**src/rtl/core/assert_macros.svh**
```systemverilog
// Assertion macros used by the deframer parser (wfdc_parser).
`ifndef ASSERT_MACROS_SVH
`define ASSERT_MACROS_SVH

// Clocked check, disabled while reset is active.
`define ASSERT_CLK(lbl, clk, rstn, prop, msg) \
  lbl: assert property (@(posedge clk) disable iff (!(rstn)) (prop)) \
    else $error(msg);

// Clocked check that also holds during reset.
`define ASSERT_ALWAYS(lbl, clk, prop, msg) \
  lbl: assert property (@(posedge clk) (prop)) else $error(msg);

`endif

```
**src/rtl/core/wfdc_pkg.sv**
```systemverilog
// Package: types, constants and status codes of the frame deframer.
`default_nettype none

package wfdc_pkg;

  localparam int MAX_FRAME_BYTES = 4096;
  localparam int CNT_W           = $clog2(MAX_FRAME_BYTES + 1);

  typedef logic [CNT_W-1:0] cnt_t;

  localparam cnt_t FLD_PROD = CNT_W'(4);
  localparam cnt_t FLD_DEV  = CNT_W'(8);
  localparam cnt_t FLD_FUNC = CNT_W'(10);
  localparam cnt_t FLD_LEN  = CNT_W'(12);
  localparam cnt_t HDR_CNT  = CNT_W'(16);
  localparam cnt_t MAX_CNT  = CNT_W'(MAX_FRAME_BYTES);

  localparam logic [32:0] MAX_TOTAL      = 33'(MAX_FRAME_BYTES);
  localparam logic [32:0] FRAME_OVERHEAD = 33'(20);
  localparam logic [32:0] SUM_BYTES      = 33'(4);

  localparam logic KIND_WORD   = 1'b0;
  localparam logic KIND_STATUS = 1'b1;

  typedef enum logic [2:0] {
    ST_OK        = 3'd0,
    ST_SHORT     = 3'd1,
    ST_BAD_MAGIC = 3'd2,
    ST_BAD_LEN   = 3'd3,
    ST_BAD_SUM   = 3'd4
  } status_t;

  typedef struct packed {
    logic [7:0] rx_byte;
    logic       end_of_buffer;
  } in_item_t;

  typedef struct packed {
    logic        result_kind;
    logic [31:0] payload_word;
    logic [31:0] product_id;
    logic [15:0] device_id;
    logic [15:0] function_code;
    status_t     frame_status;
  } result_t;

endpackage

`default_nettype wire

```
**src/rtl/core/wfdc_ifs.sv**
```systemverilog
// Handshake channel interfaces: byte input, result output, config write.
`default_nettype none

interface wfdc_in_if;
  logic       valid;
  logic       ready;
  logic [7:0] rx_byte;
  logic       end_of_buffer;

  modport source (output valid, output rx_byte, output end_of_buffer, input ready);
  modport sink   (input valid, input rx_byte, input end_of_buffer, output ready);
endinterface

interface wfdc_out_if;
  logic        valid;
  logic        ready;
  logic        result_kind;
  logic [31:0] payload_word;
  logic [31:0] product_id;
  logic [15:0] device_id;
  logic [15:0] function_code;
  logic [2:0]  frame_status;

  modport source (output valid, output result_kind, output payload_word,
                  output product_id, output device_id, output function_code,
                  output frame_status, input ready);
  modport sink   (input valid, input result_kind, input payload_word,
                  input product_id, input device_id, input function_code,
                  input frame_status, output ready);
endinterface

interface wfdc_cfg_if;
  logic        valid;
  logic        ready;
  logic [31:0] data;

  modport source (output valid, output data, input ready);
  modport sink   (input valid, input data, output ready);
endinterface

`default_nettype wire

```
**src/rtl/core/wfdc_in_reg.sv**
```systemverilog
// Input register stage: captures one byte request per cycle while it is empty or the next stage advances.
`default_nettype none

module wfdc_in_reg (
  input  wire                   clk,
  input  wire                   rst_n,
  input  wire                   in_valid,
  output logic                  in_ready,
  input  wfdc_pkg::in_item_t    in_item,
  input  wire                   adv,
  output logic                  s1_valid,
  output wfdc_pkg::in_item_t    s1_item
);

  logic               valid_r;
  logic               valid_nxt;
  wfdc_pkg::in_item_t item_r;

  assign in_ready = !valid_r || adv;
  assign valid_nxt = in_ready ? in_valid : valid_r;

  always_ff @(posedge clk) begin
    if (!rst_n) begin
      valid_r <= 1'b0;
    end else begin
      valid_r <= valid_nxt;
    end
  end

  always_ff @(posedge clk) begin
    if (in_ready && in_valid) begin
      item_r <= in_item;
    end
  end

  assign s1_valid = valid_r;
  assign s1_item  = item_r;

endmodule

`default_nettype wire

```
**src/rtl/core/wfdc_parser.sv**
```systemverilog
// Frame parser: field assembly, payload word output, running checksum and end-of-buffer status.
`default_nettype none
`include "assert_macros.svh"

module wfdc_parser (
  input  wire                   clk,
  input  wire                   rst_n,
  input  wire                   cfg_we,
  input  wire  [31:0]           cfg_data,
  input  wire                   fire,
  input  wfdc_pkg::in_item_t    item,
  output logic                  res_valid,
  output wfdc_pkg::result_t     res
);

  logic [31:0]       magic_cfg_r;
  wfdc_pkg::cnt_t    cnt_r, cnt_upd, cnt_nxt;
  logic [31:0]       magic_r, magic_upd, magic_nxt;
  logic [31:0]       prod_r, prod_upd, prod_nxt;
  logic [15:0]       dev_r, dev_upd, dev_nxt;
  logic [15:0]       func_r, func_upd, func_nxt;
  logic [31:0]       len_r, len_upd, len_nxt;
  logic [31:0]       wa_r, wa_upd, wa_nxt;
  logic [31:0]       acc_r, acc_upd, acc_nxt;
  logic [31:0]       rsum_r, rsum_upd, rsum_nxt;

  logic [7:0]        b;
  logic              last;
  logic              take;
  logic              word_done;
  logic [31:0]       add_val;
  wfdc_pkg::cnt_t    off;
  logic [1:0]        sum_lane;
  logic [32:0]       total;
  wfdc_pkg::status_t status;
  logic              lane3_pay;

  assign b    = item.rx_byte;
  assign last = item.end_of_buffer;
  assign take = fire && (cnt_r < wfdc_pkg::MAX_CNT);
  assign off  = cnt_r - wfdc_pkg::HDR_CNT;
  assign sum_lane = cnt_r[1:0] - len_r[1:0];
  assign lane3_pay = (cnt_r[1:0] == 2'd3) && (cnt_r >= wfdc_pkg::HDR_CNT);

  always_comb begin
    cnt_upd   = cnt_r;
    magic_upd = magic_r;
    prod_upd  = prod_r;
    dev_upd   = dev_r;
    func_upd  = func_r;
    len_upd   = len_r;
    wa_upd    = wa_r;
    rsum_upd  = rsum_r;
    add_val   = '0;
    word_done = 1'b0;
    if (take) begin
      cnt_upd = cnt_r + 1'b1;
      if (cnt_r < wfdc_pkg::FLD_PROD) begin
        magic_upd[{cnt_r[1:0], 3'b000} +: 8] = b;
        add_val = 32'(b) << {cnt_r[1:0], 3'b000};
      end else if (cnt_r < wfdc_pkg::FLD_DEV) begin
        prod_upd[{cnt_r[1:0], 3'b000} +: 8] = b;
        add_val = 32'(b) << {cnt_r[1:0], 3'b000};
      end else if (cnt_r < wfdc_pkg::FLD_FUNC) begin
        dev_upd[{cnt_r[0], 3'b000} +: 8] = b;
        add_val = 32'(b) << {cnt_r[0], 3'b000};
      end else if (cnt_r < wfdc_pkg::FLD_LEN) begin
        func_upd[{cnt_r[0], 3'b000} +: 8] = b;
        add_val = 32'(b) << {cnt_r[0], 3'b000};
      end else if (cnt_r < wfdc_pkg::HDR_CNT) begin
        len_upd[{cnt_r[1:0], 3'b000} +: 8] = b;
      end else if (32'(off) < len_r) begin
        if (cnt_r[1:0] == 2'd0) begin
          wa_upd = {24'h000000, b};
        end else begin
          wa_upd[{cnt_r[1:0], 3'b000} +: 8] = b;
        end
        add_val   = 32'(b) << {cnt_r[1:0], 3'b000};
        word_done = (cnt_r[1:0] == 2'd3);
      end else if (33'(off) < ({1'b0, len_r} + wfdc_pkg::SUM_BYTES)) begin
        rsum_upd[{sum_lane, 3'b000} +: 8] = b;
      end
    end
  end

  // Header bytes land in distinct lanes, so the byte-wise sum equals the field sum.
  assign acc_upd = acc_r + add_val;
  assign total   = {1'b0, len_upd} + wfdc_pkg::FRAME_OVERHEAD;

  always_comb begin
    if (cnt_upd < wfdc_pkg::HDR_CNT) begin
      status = wfdc_pkg::ST_SHORT;
    end else if (magic_upd != magic_cfg_r) begin
      status = wfdc_pkg::ST_BAD_MAGIC;
    end else if ((len_upd[1:0] != 2'd0) || (total > 33'(cnt_upd)) ||
                 (total > wfdc_pkg::MAX_TOTAL)) begin
      status = wfdc_pkg::ST_BAD_LEN;
    end else if (rsum_upd != acc_upd) begin
      status = wfdc_pkg::ST_BAD_SUM;
    end else begin
      status = wfdc_pkg::ST_OK;
    end
  end

  always_comb begin
    res_valid = fire && (last || word_done);
    res       = '0;
    if (last) begin
      res.result_kind   = wfdc_pkg::KIND_STATUS;
      res.product_id    = prod_upd;
      res.device_id     = dev_upd;
      res.function_code = func_upd;
      res.frame_status  = status;
    end else begin
      res.result_kind   = wfdc_pkg::KIND_WORD;
      res.payload_word  = wa_upd;
    end
  end

  always_comb begin
    if (fire && last) begin
      cnt_nxt   = '0;
      magic_nxt = '0;
      prod_nxt  = '0;
      dev_nxt   = '0;
      func_nxt  = '0;
      len_nxt   = '0;
      wa_nxt    = '0;
      acc_nxt   = '0;
      rsum_nxt  = '0;
    end else begin
      cnt_nxt   = cnt_upd;
      magic_nxt = magic_upd;
      prod_nxt  = prod_upd;
      dev_nxt   = dev_upd;
      func_nxt  = func_upd;
      len_nxt   = len_upd;
      wa_nxt    = wa_upd;
      acc_nxt   = acc_upd;
      rsum_nxt  = rsum_upd;
    end
  end

  always_ff @(posedge clk) begin
    if (!rst_n) begin
      magic_cfg_r <= '0;
      cnt_r       <= '0;
      magic_r     <= '0;
      prod_r      <= '0;
      dev_r       <= '0;
      func_r      <= '0;
      len_r       <= '0;
      wa_r        <= '0;
      acc_r       <= '0;
      rsum_r      <= '0;
    end else begin
      if (cfg_we) begin
        magic_cfg_r <= cfg_data;
      end
      cnt_r   <= cnt_nxt;
      magic_r <= magic_nxt;
      prod_r  <= prod_nxt;
      dev_r   <= dev_nxt;
      func_r  <= func_nxt;
      len_r   <= len_nxt;
      wa_r    <= wa_nxt;
      acc_r   <= acc_nxt;
      rsum_r  <= rsum_nxt;
    end
  end

  `ASSERT_CLK(a_clear_after_status, clk, rst_n, (fire && last) |=> (cnt_r == '0), "no clear")
  `ASSERT_CLK(a_word_on_lane3, clk, rst_n, (res_valid && !last) |-> lane3_pay, "word off lane")
  `ASSERT_CLK(a_count_sat, clk, rst_n, cnt_r <= wfdc_pkg::MAX_CNT, "byte count past saturation")

endmodule

`default_nettype wire

```
**src/rtl/core/wfdc_out_reg.sv**
```systemverilog
// Result register: holds one result until the sink takes it.
`default_nettype none

module wfdc_out_reg (
  input  wire                   clk,
  input  wire                   rst_n,
  input  wire                   res_valid,
  input  wfdc_pkg::result_t     res,
  input  wire                   out_ready,
  output logic                  adv,
  output logic                  out_valid,
  output wfdc_pkg::result_t     out_res
);

  logic              valid_r;
  logic              valid_nxt;
  wfdc_pkg::result_t res_r;

  assign adv       = !valid_r || out_ready;
  assign valid_nxt = adv ? res_valid : valid_r;

  always_ff @(posedge clk) begin
    if (!rst_n) begin
      valid_r <= 1'b0;
    end else begin
      valid_r <= valid_nxt;
    end
  end

  always_ff @(posedge clk) begin
    if (adv && res_valid) begin
      res_r <= res;
    end
  end

  assign out_valid = valid_r;
  assign out_res   = res_r;

endmodule

`default_nettype wire

```
**src/rtl/core/word_frame_deframer_checksum_top.sv**
```systemverilog
// A byte request accepted into the input register has its result, if it yields one, in the output
//   register at the next edge where that register can load.
// Throughput: one byte per cycle while the sink keeps out_ready high; set by the input register / result register pair.
// A stalled sink holds one pending result plus one byte in the input register.
// Reset (rst_n low, synchronous) clears all frame state and the configured magic (magic_cfg_r) to zero.
`default_nettype none

module word_frame_deframer_checksum_top (
  input  wire         clk,
  input  wire         rst_n,
  wfdc_in_if.sink     in_if,
  wfdc_out_if.source  out_if,
  wfdc_cfg_if.sink    cfg_if
);

  wfdc_pkg::in_item_t in_item;
  wfdc_pkg::in_item_t s1_item;
  wfdc_pkg::result_t  res;
  wfdc_pkg::result_t  out_res;
  logic               s1_valid;
  logic               adv;
  logic               fire;
  logic               res_valid;

  assign in_item.rx_byte       = in_if.rx_byte;
  assign in_item.end_of_buffer = in_if.end_of_buffer;
  assign cfg_if.ready          = 1'b1;
  assign fire                  = s1_valid && adv;

  wfdc_in_reg u_in_reg (
    .clk      (clk),
    .rst_n    (rst_n),
    .in_valid (in_if.valid),
    .in_ready (in_if.ready),
    .in_item  (in_item),
    .adv      (adv),
    .s1_valid (s1_valid),
    .s1_item  (s1_item)
  );

  wfdc_parser u_parser (
    .clk       (clk),
    .rst_n     (rst_n),
    .cfg_we    (cfg_if.valid),
    .cfg_data  (cfg_if.data),
    .fire      (fire),
    .item      (s1_item),
    .res_valid (res_valid),
    .res       (res)
  );

  wfdc_out_reg u_out_reg (
    .clk       (clk),
    .rst_n     (rst_n),
    .res_valid (res_valid),
    .res       (res),
    .out_ready (out_if.ready),
    .adv       (adv),
    .out_valid (out_if.valid),
    .out_res   (out_res)
  );

  assign out_if.result_kind   = out_res.result_kind;
  assign out_if.payload_word  = out_res.payload_word;
  assign out_if.product_id    = out_res.product_id;
  assign out_if.device_id     = out_res.device_id;
  assign out_if.function_code = out_res.function_code;
  assign out_if.frame_status  = out_res.frame_status;

endmodule

`default_nettype wire

```
**src/flat_wrapper.sv**
```systemverilog
// flat-port wrapper written by rule: the top's interface ports become plain ports
module word_frame_deframer_checksum_top_flat 
  (clk, rst_n, in_if_valid, in_if_rx_byte, in_if_end_of_buffer, in_if_ready, out_if_valid, out_if_result_kind, out_if_payload_word, out_if_product_id, out_if_device_id, out_if_function_code, out_if_frame_status, out_if_ready, cfg_if_valid, cfg_if_data, cfg_if_ready);
  wfdc_in_if in_if_i ();
  wfdc_out_if out_if_i ();
  wfdc_cfg_if cfg_if_i ();
  input  wire clk;
  input  wire rst_n;
  input wire logic [$bits(in_if_i.valid)-1:0] in_if_valid;
  input wire logic [$bits(in_if_i.rx_byte)-1:0] in_if_rx_byte;
  input wire logic [$bits(in_if_i.end_of_buffer)-1:0] in_if_end_of_buffer;
  output wire logic [$bits(in_if_i.ready)-1:0] in_if_ready;
  output wire logic [$bits(out_if_i.valid)-1:0] out_if_valid;
  output wire logic [$bits(out_if_i.result_kind)-1:0] out_if_result_kind;
  output wire logic [$bits(out_if_i.payload_word)-1:0] out_if_payload_word;
  output wire logic [$bits(out_if_i.product_id)-1:0] out_if_product_id;
  output wire logic [$bits(out_if_i.device_id)-1:0] out_if_device_id;
  output wire logic [$bits(out_if_i.function_code)-1:0] out_if_function_code;
  output wire logic [$bits(out_if_i.frame_status)-1:0] out_if_frame_status;
  input wire logic [$bits(out_if_i.ready)-1:0] out_if_ready;
  input wire logic [$bits(cfg_if_i.valid)-1:0] cfg_if_valid;
  input wire logic [$bits(cfg_if_i.data)-1:0] cfg_if_data;
  output wire logic [$bits(cfg_if_i.ready)-1:0] cfg_if_ready;
  assign in_if_i.valid = in_if_valid;
  assign in_if_i.rx_byte = in_if_rx_byte;
  assign in_if_i.end_of_buffer = in_if_end_of_buffer;
  assign in_if_ready = in_if_i.ready;
  assign out_if_valid = out_if_i.valid;
  assign out_if_result_kind = out_if_i.result_kind;
  assign out_if_payload_word = out_if_i.payload_word;
  assign out_if_product_id = out_if_i.product_id;
  assign out_if_device_id = out_if_i.device_id;
  assign out_if_function_code = out_if_i.function_code;
  assign out_if_frame_status = out_if_i.frame_status;
  assign out_if_i.ready = out_if_ready;
  assign cfg_if_i.valid = cfg_if_valid;
  assign cfg_if_i.data = cfg_if_data;
  assign cfg_if_ready = cfg_if_i.ready;
  word_frame_deframer_checksum_top u_core (.clk(clk), .rst_n(rst_n), .in_if(in_if_i), .out_if(out_if_i), .cfg_if(cfg_if_i));
endmodule
```
**config.mk**
```make
export PLATFORM = sky130hd
export DESIGN_NAME = word_frame_deframer_checksum_top_flat
export DESIGN_NICKNAME = d
export VERILOG_FILES = /design/src/rtl/core/wfdc_pkg.sv /design/src/rtl/core/wfdc_ifs.sv /design/src/rtl/core/wfdc_in_reg.sv /design/src/rtl/core/wfdc_parser.sv /design/src/rtl/core/wfdc_out_reg.sv /design/src/rtl/core/word_frame_deframer_checksum_top.sv /design/src/flat_wrapper.sv
export VERILOG_INCLUDE_DIRS = /design/src /design/src/rtl/core
export SDC_FILE = /design/constraint.sdc
export NUM_CORES = 1
export LEC_CHECK = 0
export BUFFER_PORTS_ARGS = -buffer_cell sky130_fd_sc_hd__buf_4
export CORE_MARGIN = 3
export CORE_UTILIZATION = 30
export CTS_BUF_LIST = sky130_fd_sc_hd__clkbuf_8
export DETAILED_ROUTE_END_ITERATION = 7
export SKIP_CTS_REPAIR_TIMING = 1
export SLEW_MARGIN = 25
export SYNTH_ARGS = -nofsm -noshare
export SYNTH_HDL_FRONTEND = slang
export SYNTH_HIERARCHICAL = 1
export SYNTH_SLANG_ARGS = --single-unit
```
**constraint.sdc**
```tcl
create_clock -name clk -period 9.2 [get_ports clk]
set_input_delay 2.76 -clock clk [delete_from_list [all_inputs] [get_ports clk]]
set_output_delay 2.76 -clock clk [all_outputs]
set_load 0.01 [all_outputs]
```
==> flow_metrics.tcl, run 1 <==
set metrics [dict create \
    mappedNetlistNets 2347 \
    fin_crit_ps 8229 \
    layout_common_cells "367 x nor2_1, 271 x dfxtp_1, 177 x buf_4" \
    num_rows 94 \
    port_buffers 147 \
    cts_buffers 66 \
    met2_wirelength_mm 28.00 \
    synth-seq-cells 380 \
    reg2reg_slack_ps 970 \
    ant_nets 0 \
    finalWirelength_mm 63.96 \
    via_count 17003 \
    dp_hpwl_mm 45.86 \
    worst_setup_path_start_kind "flop" \
    wl_met3_mm 4.947 \
    cpLargestDelayFamily "compound AO/OA/AOI/OAI gates" \
    hold_viol_final 0 \
    setup_viol 0 \
    hold_depth 2 \
    dieArea_um2 70270 \
    top_layer "met4" \
    leakage_nw 8.930 \
    worstPathMaxFanout 11 \
    rr_startpoint "u_core/u_parser/cnt_r[6]$_SDFF_PP0_" \
    clock_latency_ps 660 \
    required_ps 9580 \
    clk_pin_slew_ps 70 \
    gp_congestion 0.9518 \
    internal_power_w 0.002637 \
    grt_use_total 0.1765 \
    drive_gt1_frac 0.1330 \
    coreArea_um2 66100 \
    wl_per_cell_um 19.69 \
    ir_drop_uv 66.91 \
    whs_endpoint "u_core/u_parser/rsum_r[10]$_SDFF_PP0_" \
    worstPathBufferInverterCount 0 \
    finalSetupTns_ps 0 \
    worst_path_most_repeated_cell "o21ai_0" \
    hp-class "flop to flop" \
    cts_tree "done" \
    area_growth_pct 15.86 \
    grt_pass1_vias 16508 \
    seq_area_frac_synth 0.4320 \
    ys_types 91 \
    fmax_mhz 121.5 \
    antenna_found_initial 1 \
    synthFlopType "dfxtp_1" \
    powerDensity_nw_per_um2 152.6 \
    critical_path_class "flop to flop" \
    grt_overflow 0 \
    worst_slew_pin_slew_ps 1010 \
    async_reset_ff_frac 0 \
    ios 149 \
    drt_iter0_drc 1398 \
    slew_viol_final 0 \
    swShare 0.2594 \
    p_comb_frac 0.078 \
    htreeDepth 3 \
    status "finished, final reports clean" \
    dr.pass1.iters 6 \
    synth_edf_count 109 \
    grt_max_degree 103 \
    vias_per_cell 5.233 \
    r2r_cells 27 \
    endpoint_kind "flop" \
    layout.nets 2463 \
    syn_area_per_cell_um2 9.091 \
    start_util 0.3046 \
    rsz0062_at_grt "no" \
    layout_commonest_cell "nor2_1" \
    slowest_stage "a2111oi_1" \
    synth_warnings 6 \
    r2r_end "u_core/u_out_reg/out_res[2]$_DFFE_PP_" \
    switching_power_w 0.0009237 \
    die_h_um 265.1 \
    clock_skew_ps 52.52 \
    relSlewSlack 0.3242 \
    netlist_area_um2 20140 \
    drc_errors 0 \
    cts.sinks 380 \
    syn_inst 2215 \
    wl_met1_mm 28.71 \
    dp_cells 3127 \
    cts_root_buf "clkbuf_8" \
    fin_crit_sh 0.8945 \
    fp.dieW_um 265.1 \
    min_from "u_core/u_parser/rsum_r[10]$_SDFF_PP0_" \
    maxCapViolations 0 \
    grt_pass1_wl_mm 96.88 \
    clockBufferDepth 3 \
    clkPwrFrac 0.428 \
    stdcell_count 3249 \
    power_frac_seq 0.494 \
    cpPeakStageDelay_ps 860 \
    arrival_ps 8610 \
]
-- power groups by stage --
stage                     combinational [W]  sequential (W)  clock, W
after detailed placement           0.000274         0.00180         0
after global placement             0.000271         0.00180         0
after floorplan                    0.000156         0.00180         0
after global routing               0.000296         0.00176   0.00165
final                              0.000277         0.00176   0.00152
after CTS                          0.000275         0.00176   0.00158
-- per-layer routing --
layer,global-route usage,vias up
li1,-,8071
met3,0.03848,138
met5,0,-
met2,0.2712,645
met1,0.2393,8149
met4,0.07734,0
-- flip-flops by register name (all words and copies together), names as in the netlist --
register,flops
u_core/u_parser/len_r,32
u_core/u_in_reg/s1_valid,1
u_core/u_parser/rsum_r,32
u_core/u_out_reg/out_res,100
u_core/u_parser/func_r,16
u_core/u_parser/wa_r,32
u_core/u_parser/cnt_r,13
u_core/u_in_reg/s1_item,9
u_core/u_parser/magic_cfg_r,32
u_core/u_out_reg/out_valid,1
u_core/u_parser/acc_r,32
u_core/u_parser/magic_r,32
u_core/u_parser/dev_r,16
u_core/u_parser/prod_r,32
-- worst max-delay path by stage --
stage	cells after the start	endpoint	from
after floorplan	25	u_core/u_out_reg/out_res[2]$_DFFE_PP_	out_if_ready
after global placement	21	u_core/u_out_reg/out_res[2]$_DFFE_PP_	out_if_ready
after detailed placement	23	u_core/u_out_reg/out_res[2]$_DFFE_PP_	out_if_ready
after CTS	27	u_core/u_out_reg/out_res[2]$_DFFE_PP_	u_core/u_parser/cnt_r[6]$_SDFF_PP0_
after global routing	27	u_core/u_out_reg/out_res[2]$_DFFE_PP_	u_core/u_parser/cnt_r[6]$_SDFF_PP0_
final	27	u_core/u_out_reg/out_res[2]$_DFFE_PP_	u_core/u_parser/cnt_r[6]$_SDFF_PP0_
-- synth_stat cells (19+ instances only) --
| master | count | area (um^2) |
|---|---|---|
| xor2_1 | 59 | 516.8 |
| dfxtp_1 | 271 | 5425 |
| xnor2_1 | 66 | 578.1 |
| nand2b_1 | 20 | 125.1 |
| clkbuf_1 | 99 | 371.6 |
| and2_1 | 50 | 312.8 |
| o21ai_0 | 47 | 235.2 |
| ha_1 | 84 | 1051 |
| a22oi_1 | 19 | 142.6 |
| nand3_1 | 60 | 300.3 |
| nor4_1 | 39 | 244.0 |
| nor3_1 | 51 | 255.2 |
| nand4_1 | 39 | 244.0 |
| nor2_1 | 368 | 1381 |
| a21oi_1 | 126 | 630.6 |
| nand2_1 | 106 | 397.9 |
| o21a_1 | 23 | 172.7 |
| and3_1 | 30 | 187.7 |
| inv_1 | 44 | 165.2 |
| mux2i_1 | 133 | 1331 |
| nor2b_1 | 108 | 675.7 |
| edfxtp_1 | 109 | 3273 |
-- stage by stage --
step	hold slack, ps	utilization	total power, W	setup WS (ps)	cell area, um^2
2_1_floorplan	436.1	-	0.001954	1707	20140
3_3_place_gp	443.5	0.3332	0.002067	974.3	22030
3_5_place_dp	450.0	0.3333	0.002071	886.5	22030
4_1_cts	459.2	0.3529	0.003612	1079	23330
5_1_grt	480.7	0.3530	0.003710	410.7	23330
6_report	460.8	0.3530	0.003561	970.7	23330
-- cell families after synthesis --
| kind of cell | share of synthesized area |
|---|---|
| and+or+nand+nor | 0.2483 |
| adders and majority gates | 0.05418 |
| other | 0.0001862 |
| muxes | 0.06723 |
| xor gates and xnor gates | 0.05437 |
| buffers and inverters | 0.03511 |
| AOI/OAI and AO/OA | 0.1087 |
| DFF | 0.4320 |
-- worst reg2reg max path: cells and delay by family (launching register included) --
kind | cells | cell delay (ps)
AO/OA/AOI/OAI | 13 | 3360
XOR/XNOR | 2 | 480
adder cells (fa/ha/maj) | 2 | 590
AND/OR/NAND/NOR | 10 | 3120
flip-flops | 1 | 410
-- layout make-up --
type | instances | area [um^2]
Tap cell | 864 | 1081
Fill cell | 6802 | 42770
Timing Repair Buffer | 177 | 1329
Antenna cell | 1 | 2.502
Multi-Input combinational cell | 1660 | 10750
Sequential cell | 380 | 8698
Clock inverter | 44 | 234.0
Inverter | 46 | 172.7
Clock buffer | 77 | 1060
Power figures use the tool's default switching activity.
==> inputs of run 2 (changes only) <==
Settings changed: ABC_AREA set to 1, CORE_MARGIN 3 to 4.
==> run 2 against run 1 <==
Count of clock-buffer cells in the layout shrank 4. Area after synthesis rose by 5.9%. Maximum frequency increased by 21%. Final cell count up 27%. Synthesized cell count rose by 35%.
==> flow_metrics.tcl, run 2 <==
set metrics [dict create \
    worstPathMaxFanout 13 \
    layout_common_cells "659 x nor2_1, 609 x nand2_1, 367 x inv_1" \
    clkPwrFrac 0.441 \
    rr_startpoint "u_core/u_parser/cnt_r[4]$_SDFF_PP0_" \
    async_reset_ff_frac 0 \
    dr.pass1.iters 6 \
    fp.dieW_um 274.6 \
    cts_root_buf "clkbuf_8" \
    hold_depth 2 \
    antenna_found_initial 1 \
    grt_pass1_vias 18897 \
    arrival_ps 7210 \
    rsz0062_at_grt "no" \
    syn_area_per_cell_um2 7.129 \
    port_buffers 147 \
    ys_types 58 \
    coreArea_um2 70270 \
    drt_iter0_drc 1813 \
    mappedNetlistNets 3123 \
    whs_endpoint "u_core/u_parser/rsum_r[17]$_SDFF_PP0_" \
    grtUsageMet3 0.03462 \
    drc_errors 0 \
    ios 149 \
    endpoint_kind "flop" \
    r2r_cells 37 \
    layout.nets 3265 \
    internal_power_w 0.002702 \
    clk_pin_slew_ps 70 \
    ir_drop_uv 102.8 \
    fin_crit_sh 0.7417 \
    fill_cells 7569 \
    cts_tree "done" \
    setup_viol 0 \
    startpoint "u_core/u_parser/cnt_r[4]$_SDFF_PP0_" \
    htreeDepth 3 \
    synth-seq-cells 380 \
    required_ps 9590 \
    gp_congestion 0.9361 \
    hp-class "flop to flop" \
    start_util 0.3035 \
    clock_skew_ps 30.67 \
    grt_pass1_wl_mm 108.1 \
    syn_inst 2991 \
    utilization 0.3514 \
    ant_nets 0 \
    finalPower_w 0.003646 \
    worst_path_most_repeated_cell "nand2_1" \
    cts_buffers 67 \
    fmax_mhz 146.6 \
    swShare 0.2589 \
    finalWirelength_mm 70.06 \
    drive_gt1_frac 0.1144 \
    maxCapViolations 0 \
    layout_commonest_cell "nor2_1" \
    synthFlopType "dfxtp_1" \
    status "finished, final reports clean" \
    synth_warnings 6 \
    cts.sinks 380 \
    grt_util_met1 0.2468 \
    cpPeakStageDelay_ps 410 \
    synth_edf_count 109 \
    p_comb_frac 0.074 \
    yosysMostFrequentCell "nor2_1" \
    synth_top_cell_by_area "dfxtp_1" \
    r2r_end "u_core/u_out_reg/out_res[2]$_DFFE_PP_" \
    slew_viol_final 0 \
    switching_power_w 0.0009439 \
    num_rows 97 \
    finalSetupTns_ps 0 \
    grt_max_degree 129 \
    via_count 19849 \
    top_usage_layer "met2" \
    synth.area.top_cells "dfxtp_1 25%, edfxtp_1 15%, nor2_1 12%, nand2_1 11%, inv_1 6.2%" \
    worst_setup_path_start_kind "flop" \
    dp_hpwl_mm 52.56 \
    largest_reg_flops 100 \
    place_area_um2 23320 \
    reg2reg_slack_ps 2380 \
    netlist_top_cells_count "660 x nor2_1, 609 x nand2_1, 354 x inv_1" \
    clock_latency_ps 650 \
    powerDensity_nw_per_um2 147.7 \
    relSlewSlack 0.3411 \
    wl_per_cell_um 16.99 \
    clockBufferDepth 3 \
    dieArea_um2 75410 \
    fin_crit_ps 6824 \
    worstPathBufferInverterCount 2 \
    seq_area_frac_synth 0.4079 \
    power_frac_seq 0.484 \
    grt_overflow 0 \
    synth_top_area_share 0.2544 \
    critical_path_class "flop to flop" \
    fin_area_um2 24690 \
    hold_viol_final 0 \
    min_from "u_core/u_parser/rsum_r[17]$_SDFF_PP0_" \
    worst_slew_pin_slew_ps 984.7 \
    grt_use_total 0.1837 \
    slowest_stage "fa_1" \
    netlist_area_um2 21320 \
    cpLargestDelayFamily "simple AND/OR/NAND/NOR gates" \
    vias_per_cell 4.814 \
    leakage_nw 10.71 \
    die_h_um 274.6 \
    area_growth_pct 15.80 \
    use_met2 0.2998 \
]
==> run 2: changes by cell type in the layout (fill, tap and decap cells not counted), sizes merged, moves of 38 or more <==
cell	previous run	this run
o21ai	49	219
xnor2	66	28
mux2i	133	16
nand3	63	147
and2	52	1
inv	69	387
a21oi	126	88
nand2	106	636
nor2	371	691
nor2b	108	0
==> run 2: how the worst max path moves through the flow <==
stage,cells past startpoint,to,slack (ps)
floorplan,11,u_core/u_out_reg/out_res[0]$_DFFE_PP_,100
global placement,28,u_core/u_out_reg/out_res[2]$_DFFE_PP_,2120
detailed placement,29,u_core/u_out_reg/out_res[2]$_DFFE_PP_,2030
CTS,38,u_core/u_out_reg/out_res[2]$_DFFE_PP_,2390
global route,38,u_core/u_out_reg/out_res[2]$_DFFE_PP_,1810
finish,37,u_core/u_out_reg/out_res[2]$_DFFE_PP_,2380
==> run 2: power groups by stage <==
stage          sequential (W)  combinational (W)  clock [W]
3_5_place_dp          0.00180           0.000266          0
3_3_place_gp          0.00180           0.000267          0
5_1_grt               0.00177           0.000295    0.00174
6_report              0.00177           0.000271    0.00161
4_1_cts               0.00177           0.000268    0.00166
2_1_floorplan         0.00180           0.000156          0
==> run 2: cell type report <==
type                       count  area (um^2)  share of cell area
tap                          940         1176             0.04763
sequential                   380         8698              0.3522
antenna                        1        2.502           0.0001013
inverter                     375         1414             0.05726
timing repair buffer         163         1236             0.05006
clock inverter                45        341.6             0.01383
clock buffer                  73         1005             0.04069
multi-input combinational   2146        10820              0.4382
==> run 2: cell families after synthesis <==
logic type	count (synthesis)	synth area share
AOI/OAI and AO/OA	340	0.08496
muxes	16	0.007510
buffers and inverters	465	0.08531
DFF	380	0.4079
other	1	0.0001759
and+or+nand+nor	1608	0.3236
adders and majority gates	86	0.05116
xor gates and xnor gates	95	0.03937
==> run 2: tightest hold or removal path, cell delays in order (launching register included) <==
cell	delay, ps
dfxtp_1	290
nand2_1	70
a21oi_1	60
==> run 2: routing by layer <==
layer	vias to the layer above	wire, um
met5	-	0
met4	0	2161
met3	127	5367
li1	9835	-
met2	676	31910
met1	9211	30620
==> run 2: metrics by stage <==
| step | cells | worst slack (ps) | hold WS [ps] |
|---|---|---|---|
| floorplan | 2991 | 103.0 | 446.1 |
| global placement | 4003 | 2117 | 457.5 |
| global route | 4123 | 1811 | 495.6 |
| detailed placement | 4003 | 2026 | 465.1 |
| CTS | 4121 | 2390 | 475.0 |
| finish | 4123 | 2376 | 475.1 |
